## config.mk

```make
export PLATFORM = sky130hd
export DESIGN_NAME = psic_controller
export DESIGN_NICKNAME = d
export VERILOG_FILES = /design/src/sv/per_source_intrusion_counter_defines.svh /design/src/sv/psic_pkg.sv /design/src/sv/psic_controller.sv
export SDC_FILE = /design/constraint.sdc
export NUM_CORES = 1
export LEC_CHECK = 0
export BUFFER_PORTS_ARGS = -buffer_cell sky130_fd_sc_hd__buf_2
export CELL_PAD_IN_SITES_DETAIL_PLACEMENT = 1
export CELL_PAD_IN_SITES_GLOBAL_PLACEMENT = 1
export CORE_ASPECT_RATIO = 0.9
export CORE_MARGIN = 2
export CORE_UTILIZATION = 45
export CTS_BUF_LIST = sky130_fd_sc_hd__clkbuf_2 sky130_fd_sc_hd__clkbuf_4 sky130_fd_sc_hd__clkbuf_8
export DETAILED_ROUTE_END_ITERATION = 8
export PLACE_DENSITY = 0.84
export SLEW_MARGIN = 20
export SYNTH_ARGS = -nofsm -noshare
export SYNTH_HDL_FRONTEND = slang
export SYNTH_SLANG_ARGS = --single-unit
```

## constraint.sdc

```tcl
create_clock -name clk -period 7.2 [get_ports clk]
set_clock_uncertainty 0.15 [all_clocks]
set_input_delay 1.44 -clock clk [delete_from_list [all_inputs] [get_ports clk]]
set_output_delay 1.44 -clock clk [all_outputs]
set_load 0.02 [all_outputs]
```

## src/sv/per_source_intrusion_counter_defines.svh

```systemverilog
// Assertion macros for the per-source intrusion counter.
// Used by the top level only; relies on signals named clk and rst in scope.
`ifndef PER_SOURCE_INTRUSION_COUNTER_DEFINES_SVH
`define PER_SOURCE_INTRUSION_COUNTER_DEFINES_SVH

// Same-cycle implication, sampled on the rising clock edge outside reset.
`define PSIC_ASSERT_SAME(lbl, ante, cons, msg) \
  lbl: assert property (@(posedge clk) disable iff (rst) (ante) |-> (cons)) else $error(msg);

// Next-cycle implication, sampled on the rising clock edge outside reset.
`define PSIC_ASSERT_NEXT(lbl, ante, cons, msg) \
  lbl: assert property (@(posedge clk) disable iff (rst) (ante) |=> (cons)) else $error(msg);

`endif

```

## src/sv/psic_pkg.sv

```systemverilog
// Shared types and constants for the per-source intrusion counter.
// No dependencies; imported by the controller, the datapath, the top level and the testbench.
package psic_pkg;

  localparam int NUM_SOURCES_DEF      = 256;
  localparam int PORTS_PER_SOURCE_DEF = 64;

  localparam int CFG_IDX_W  = 3;
  localparam int CFG_DATA_W = 32;

  localparam logic [CFG_IDX_W-1:0] REG_BACKDOOR_LIMIT   = 3'd0;
  localparam logic [CFG_IDX_W-1:0] REG_DOS_EVENT_LIMIT  = 3'd1;
  localparam logic [CFG_IDX_W-1:0] REG_RECON_LIMIT      = 3'd2;
  localparam logic [CFG_IDX_W-1:0] REG_DOS_BYTE_LIMIT   = 3'd3;
  localparam logic [CFG_IDX_W-1:0] REG_DOS_PACKET_LIMIT = 3'd4;

  localparam logic [15:0] BACKDOOR_LIMIT_RST   = 16'd50;
  localparam logic [15:0] DOS_EVENT_LIMIT_RST  = 16'd3;
  localparam logic [15:0] RECON_LIMIT_RST      = 16'd5;
  localparam logic [31:0] DOS_BYTE_LIMIT_RST   = 32'd100000;
  localparam logic [31:0] DOS_PACKET_LIMIT_RST = 32'd1000;

  localparam logic [2:0] SVC_SMTP = 3'd1;
  localparam logic [2:0] SVC_FTP  = 3'd4;

  localparam logic [15:0] LOW_PORT_BOUND = 16'd1024;
  localparam logic [15:0] TOP_PORT       = 16'd65535;
  localparam logic [31:0] SAT32          = 32'hFFFF_FFFF;

  typedef struct packed {
    logic [31:0] src_address;
    logic [15:0] dest_port;
    logic [2:0]  service_code;
    logic [31:0] src_byte_count;
    logic [31:0] dst_byte_count;
    logic [31:0] flow_packets;
  } in_t;

  typedef struct packed {
    logic        backdoor_hit;
    logic        dos_hit;
    logic        recon_hit;
    logic        table_full;
    logic        port_list_full;
    logic [31:0] backdoor_total;
    logic [31:0] dos_total;
    logic [31:0] recon_total;
  } out_t;

  typedef struct packed {
    logic load;
    logic key_rd;
    logic key_wr;
    logic table_full;
    logic stat_rd;
    logic stat_upd;
    logic is_new;
    logic port_rd;
    logic port_wr;
    logic port_full;
    logic stat_wr;
  } ctl_t;

  typedef struct packed {
    logic key_match;
    logic port_match;
  } sts_t;

  function automatic logic [31:0] sat_inc(input logic [31:0] v);
    sat_inc = (v == SAT32) ? v : v + 32'd1;
  endfunction

endpackage

```

## src/sv/psic_controller.sv

```systemverilog
// Sequencing state machine of the per-source intrusion counter.
// Depends on psic_pkg; drives the datapath through ctl_t and reads sts_t.
module psic_controller import psic_pkg::*; #(
  parameter int NUM_SOURCES      = NUM_SOURCES_DEF,
  parameter int PORTS_PER_SOURCE = PORTS_PER_SOURCE_DEF,
  localparam int SW  = $clog2(NUM_SOURCES),
  localparam int UW  = $clog2(NUM_SOURCES + 1),
  localparam int PCW = $clog2(PORTS_PER_SOURCE + 1),
  localparam int AW  = $clog2(NUM_SOURCES * PORTS_PER_SOURCE)
) (
  input  logic           clk,
  input  logic           rst,
  input  logic           start,
  output logic           busy,
  output logic           done,
  output ctl_t           ctl,
  input  sts_t           sts,
  input  logic [PCW-1:0] port_fill,
  output logic [SW-1:0]  key_addr,
  output logic [SW-1:0]  stat_addr,
  output logic [AW-1:0]  port_addr
);

  typedef enum logic [2:0] {
    IDLE, KSCAN, STATRD, STATUPD, PSCAN, STATWR
  } state_t;

  state_t         state;
  logic [UW-1:0]  kidx;
  logic [UW-1:0]  used;
  logic [SW-1:0]  slot;
  logic           is_new;
  logic           pend;
  logic [PCW-1:0] j;

  logic           key_hit;
  logic           port_hit;
  logic           k_more;
  logic           p_more;
  logic [PCW-1:0] pick;
  logic [UW-1:0]  kprev;

  assign key_hit  = pend && sts.key_match;
  assign port_hit = pend && sts.port_match;
  assign k_more   = kidx < used;
  assign p_more   = j < port_fill;
  assign kprev    = kidx - UW'(1);
  assign busy     = (state != IDLE);

  always_comb begin
    ctl = '0;
    ctl.is_new = is_new;
    case (state)
      IDLE: begin
        ctl.load = start;
      end
      KSCAN: begin
        if (!key_hit) begin
          if (k_more) begin
            ctl.key_rd = 1'b1;
          end else if (used == UW'(NUM_SOURCES)) begin
            ctl.table_full = 1'b1;
          end else begin
            ctl.key_wr = 1'b1;
          end
        end
      end
      STATRD: begin
        ctl.stat_rd = !is_new;
      end
      STATUPD: begin
        ctl.stat_upd = 1'b1;
      end
      PSCAN: begin
        if (!port_hit) begin
          if (p_more) begin
            ctl.port_rd = 1'b1;
          end else if (port_fill == PCW'(PORTS_PER_SOURCE)) begin
            ctl.port_full = 1'b1;
          end else begin
            ctl.port_wr = 1'b1;
          end
        end
      end
      STATWR: begin
        ctl.stat_wr = 1'b1;
      end
      default: begin
        ctl = '0;
      end
    endcase
  end

  assign key_addr  = ctl.key_wr ? used[SW-1:0] : kidx[SW-1:0];
  assign stat_addr = slot;
  assign pick      = ctl.port_wr ? port_fill : j;
  assign port_addr = AW'(slot) * AW'(PORTS_PER_SOURCE) + AW'(pick);

  always_ff @(posedge clk) begin
    if (rst) begin
      state  <= IDLE;
      kidx   <= '0;
      used   <= '0;
      slot   <= '0;
      is_new <= 1'b0;
      pend   <= 1'b0;
      j      <= '0;
      done   <= 1'b0;
    end else begin
      done <= 1'b0;
      case (state)
        IDLE: begin
          if (start) begin
            kidx  <= '0;
            pend  <= 1'b0;
            state <= KSCAN;
          end
        end
        KSCAN: begin
          pend <= ctl.key_rd;
          if (key_hit) begin
            slot   <= kprev[SW-1:0];
            is_new <= 1'b0;
            state  <= STATRD;
          end else if (ctl.key_rd) begin
            kidx <= kidx + UW'(1);
          end else if (ctl.table_full) begin
            done  <= 1'b1;
            state <= IDLE;
          end else begin
            slot   <= used[SW-1:0];
            used   <= used + UW'(1);
            is_new <= 1'b1;
            state  <= STATRD;
          end
        end
        STATRD: begin
          state <= STATUPD;
        end
        STATUPD: begin
          j     <= '0;
          pend  <= 1'b0;
          state <= PSCAN;
        end
        PSCAN: begin
          pend <= ctl.port_rd;
          if (ctl.port_rd) begin
            j <= j + PCW'(1);
          end else begin
            state <= STATWR;
          end
        end
        STATWR: begin
          done  <= 1'b1;
          state <= IDLE;
        end
        default: begin
          state <= IDLE;
        end
      endcase
    end
  end

endmodule

```

==> impl_metrics.py <==
metrics = {
    "outcome": {
        "run_status": "finished, final reports clean",
    },
    "synth": {
        "synthSimpleGateAreaFrac_pct": 23.8,
        "synth_adder_area_share_pct": 9.20,
        "synthArstFlopShare_pct": 0,
        "yosysSeqAreaShare_pct": 27.3,
        "synth.largest_area_cell": "dfxtp_1",
        "netlist_instances": 366,
        "synth_nets": 399,
        "synth_warnings": 0,
        "yosysUniqueCellTypes": 48,
        "postSynthAreaPerCell_um2": 7.80,
        "synth_xor_area_share_pct": 3.68,
        "syn-cell-area_um2": 2860,
        "ys.flop_type": "dfxtp_1",
        "muxShareOfSynthArea_pct": 6.44,
        "synth_compound_area_share_pct": 22.6,
        "synth_seq_cells": 39,
        "synth.area.top_cells": "dfxtp_1, ha_1, o21ai_0, mux2_2, a21oi_1",
        "synth_top_family_by_area": "simple AND/OR/NAND/NOR gates",
        "yosysTopAreaCellShare_pct": 27.3,
        "synth_edf_count": 0,
    },
    "clock_network": {
        "cts_sinks": 39,
        "clk_latency_ps": 300,
        "cts-buffers-inserted": 5,
        "post_cts.repair.setup_buffers": 0,
        "cts_buffer_depth": 2,
        "ctsHtreeMaxLevel": 2,
        "clkTransAtPathRegs_ps": 80,
        "cts_tree": "done",
        "postCtsResizedCells": 0,
        "hold_buffers": 0,
        "cts_root_buf": "clkbuf_8",
    },
    "finish": {
        "multi_input_area_um2": 1880,
        "final_cell_mix": "buf_2, dfxtp_1, o21ai_0",
        "fillers": 781,
        "finalNetCount": 444,
        "final_common_cell": "buf_2",
        "areaGrowthSynthToFinish_pct": 16.2,
        "layout.cells.non_filler": 499,
        "drive_above_1_share_pct": 21.1,
        "final_core_utilization_pct": 54.2,
        "regArea_um2": 781,
        "diodes": 0,
        "postLayoutCellArea_um2": 3320,
    },
    "drt": {
        "first_pass_iters": 4,
        "wirelength_um": 8720,
        "drc": 0,
        "antenna_left": 0,
        "vias_per_cell": 5.98,
        "vias": 2985,
        "drt_iter0_markers": 187,
        "wl_per_cell_um": 17.5,
    },
    "timing": {
        "slew_headroom_pct": 48.0,
        "hold_viol_final": 0,
        "fmax_mhz": 170,
        "fin_setup_tns_ps": 0,
        "worstMarginPinSlew_ps": 780,
        "period_minus_slack_ps": 5890,
        "slew_viol_final": 0,
        "post-route-period-util_pct": 81.7,
        "grt_setup_unrepaired": "no",
        "setup_viol": 0,
    },
    "global_route": {
        "gr-total-overflow": 0,
        "met3_usage_pct": 4.65,
        "use_met2_pct": 42.7,
        "met1_usage_pct": 35.6,
        "busiest_layer": "met2",
        "grt_first_pass_wirelength_um": 14500,
        "grt_pass1_vias": 2903,
        "antenna_found_initial": 0,
        "grt_max_degree": 35,
        "grt_usage_pct": 26.2,
    },
    "worst_setup_path": {
        "crit_required_ps": 5610,
        "reg2reg_slack_ps": 4280,
        "start_kind": "primary input",
        "crit_fanout": 20,
        "reg2reg_depth": 9,
        "worstReg2RegEnd": "kidx[7]$_SDFFE_PP0P_",
        "worstReg2RegStart": "kidx[4]$_SDFFE_PP0P_",
        "critPathCaptureType": "primary output",
        "arrival_ps": 4300,
        "critical_path_class": "in -> out",
    },
    "power_and_ir_drop": {
        "p_total_mw": 0.587,
        "leakage_nw": 1.45,
        "power_density_nw_per_um2": 177,
        "max-vdd-ir-drop_uv": 136,
    },
    "flow_run": {
        "drv_cap": 0,
    },
    "worst_hold_path": {
        "holdPathEnd": "kidx[8]$_SDFFE_PP0P_",
        "holdCritStartpoint": "kidx[8]$_SDFFE_PP0P_",
        "min_path_cells": 2,
        "min_path_type": "reg -> reg",
    },
    "die": {
        "die_area_um2": 7000,
        "die_width_um": 88.0,
        "start_util_pct": 46.7,
        "die_h_um": 79.6,
        "ios": 55,
        "core-area_um2": 6110,
        "num_rows": 27,
    },
    "place": {
        "dp_hpwl_um": 6350,
        "routabilityCongestion": 0.869,
        "postPlaceCellArea_um2": 3180,
        "portBuffers": 54,
        "dp.cells": 491,
    },
}
==> logic make-up (layout without fill, tap and decap cells) <==
family | count (synthesis) | after routing
AND/OR/NAND/NOR | 128 | 128
AO/OA/AOI/OAI | 101 | 101
buffers and inverters | 48 | 94
flip-flops | 39 | 39
adder cells (fa/ha/maj) | 21 | 21
multiplexers | 17 | 17
XOR/XNOR | 12 | 12
==> registers in the layout, indices dropped and copies added, names as in the netlist <==
name       cells
is_new         1
used           9
state          3
kidx           9
stat_addr      8
j              7
pend           1
done           1
==> routing by layer <==
layer / up-vias / share of wire, % / wire length (um)
met3: 10 / 5.0 / 436
met4: 0 / 0.96 / 84
met2: 84 / 46 / 4010
met1: 1452 / 48 / 4180
li1: 1439 / - / -
met5: - / 0 / 0
==> worst max path at each step <==
stage,endpoint,startpoint,slack (ps),cells past startpoint
final,port_addr[12],port_fill[6],1310,15
after global routing,port_addr[12],port_fill[6],1070,15
after CTS,port_addr[12],port_fill[1],1310,14
after detailed placement,port_addr[12],port_fill[1],1320,14
after global placement,port_addr[12],port_fill[1],1400,14
after floorplan,port_addr[12],port_fill[6],1620,12
==> final cells by class <==
cell class              count  share of cell area (%)
well taps                  87                    3.28
multi-input cells         279                    56.7
repair buffers             59                    9.28
inverters                  27                    3.06
clock inverters             2                    1.81
flip-flops and latches     39                    23.5
clock buffers               6                    2.30
==> through the flow <==
stage	hold slack [ps]	worst slack (ps)
2_1_floorplan	301	1620
3_3_place_gp	318	1400
4_1_cts	342	1310
3_5_place_dp	326	1320
6_report	339	1310
5_1_grt	357	1070
==> synth_stat cells, drive strengths merged (2+ instances only) <==
cell and n:
a2111oi 2, a211o 3, a211oi 4, a21oi 24
a31o 3, and2 5, and3 4, buf 10
clkbuf 11, dfxtp 39, ha 21, inv 26
mux2 11, mux2i 6, nand2 28, nand2b 4
nand3 11, nand4 9, nor2 28, nor3 6
nor3b 3, nor4 4, nor4b 4, o2111ai 7
o211ai 4, o21ai 35, o31a 2, o31ai 8
o41ai 2, or2 2, or3 6, or4 11
xnor2 8, xor2 4
==> critical path: stages <==
cell and delay (ps):
buf_2 90, inv_1 50, ha_1 290, nand4_1 110, nor2_1 120, a211o_1 480
nor3b_2 260, buf_4 180, mux2_2 350, ha_1 220, ha_1 220, nand3_1 130
nor2_1 70, xor2_1 120, buf_2 180
==> where the power goes <==
part	internal (mW)	total (mW)	switching (mW)
Sequential	0.223	0.235	0.0119
Clock	0.142	0.226	0.0834
Combinational	0.0394	0.127	0.0874
Note: power is estimated with default switching activity, not from simulation.
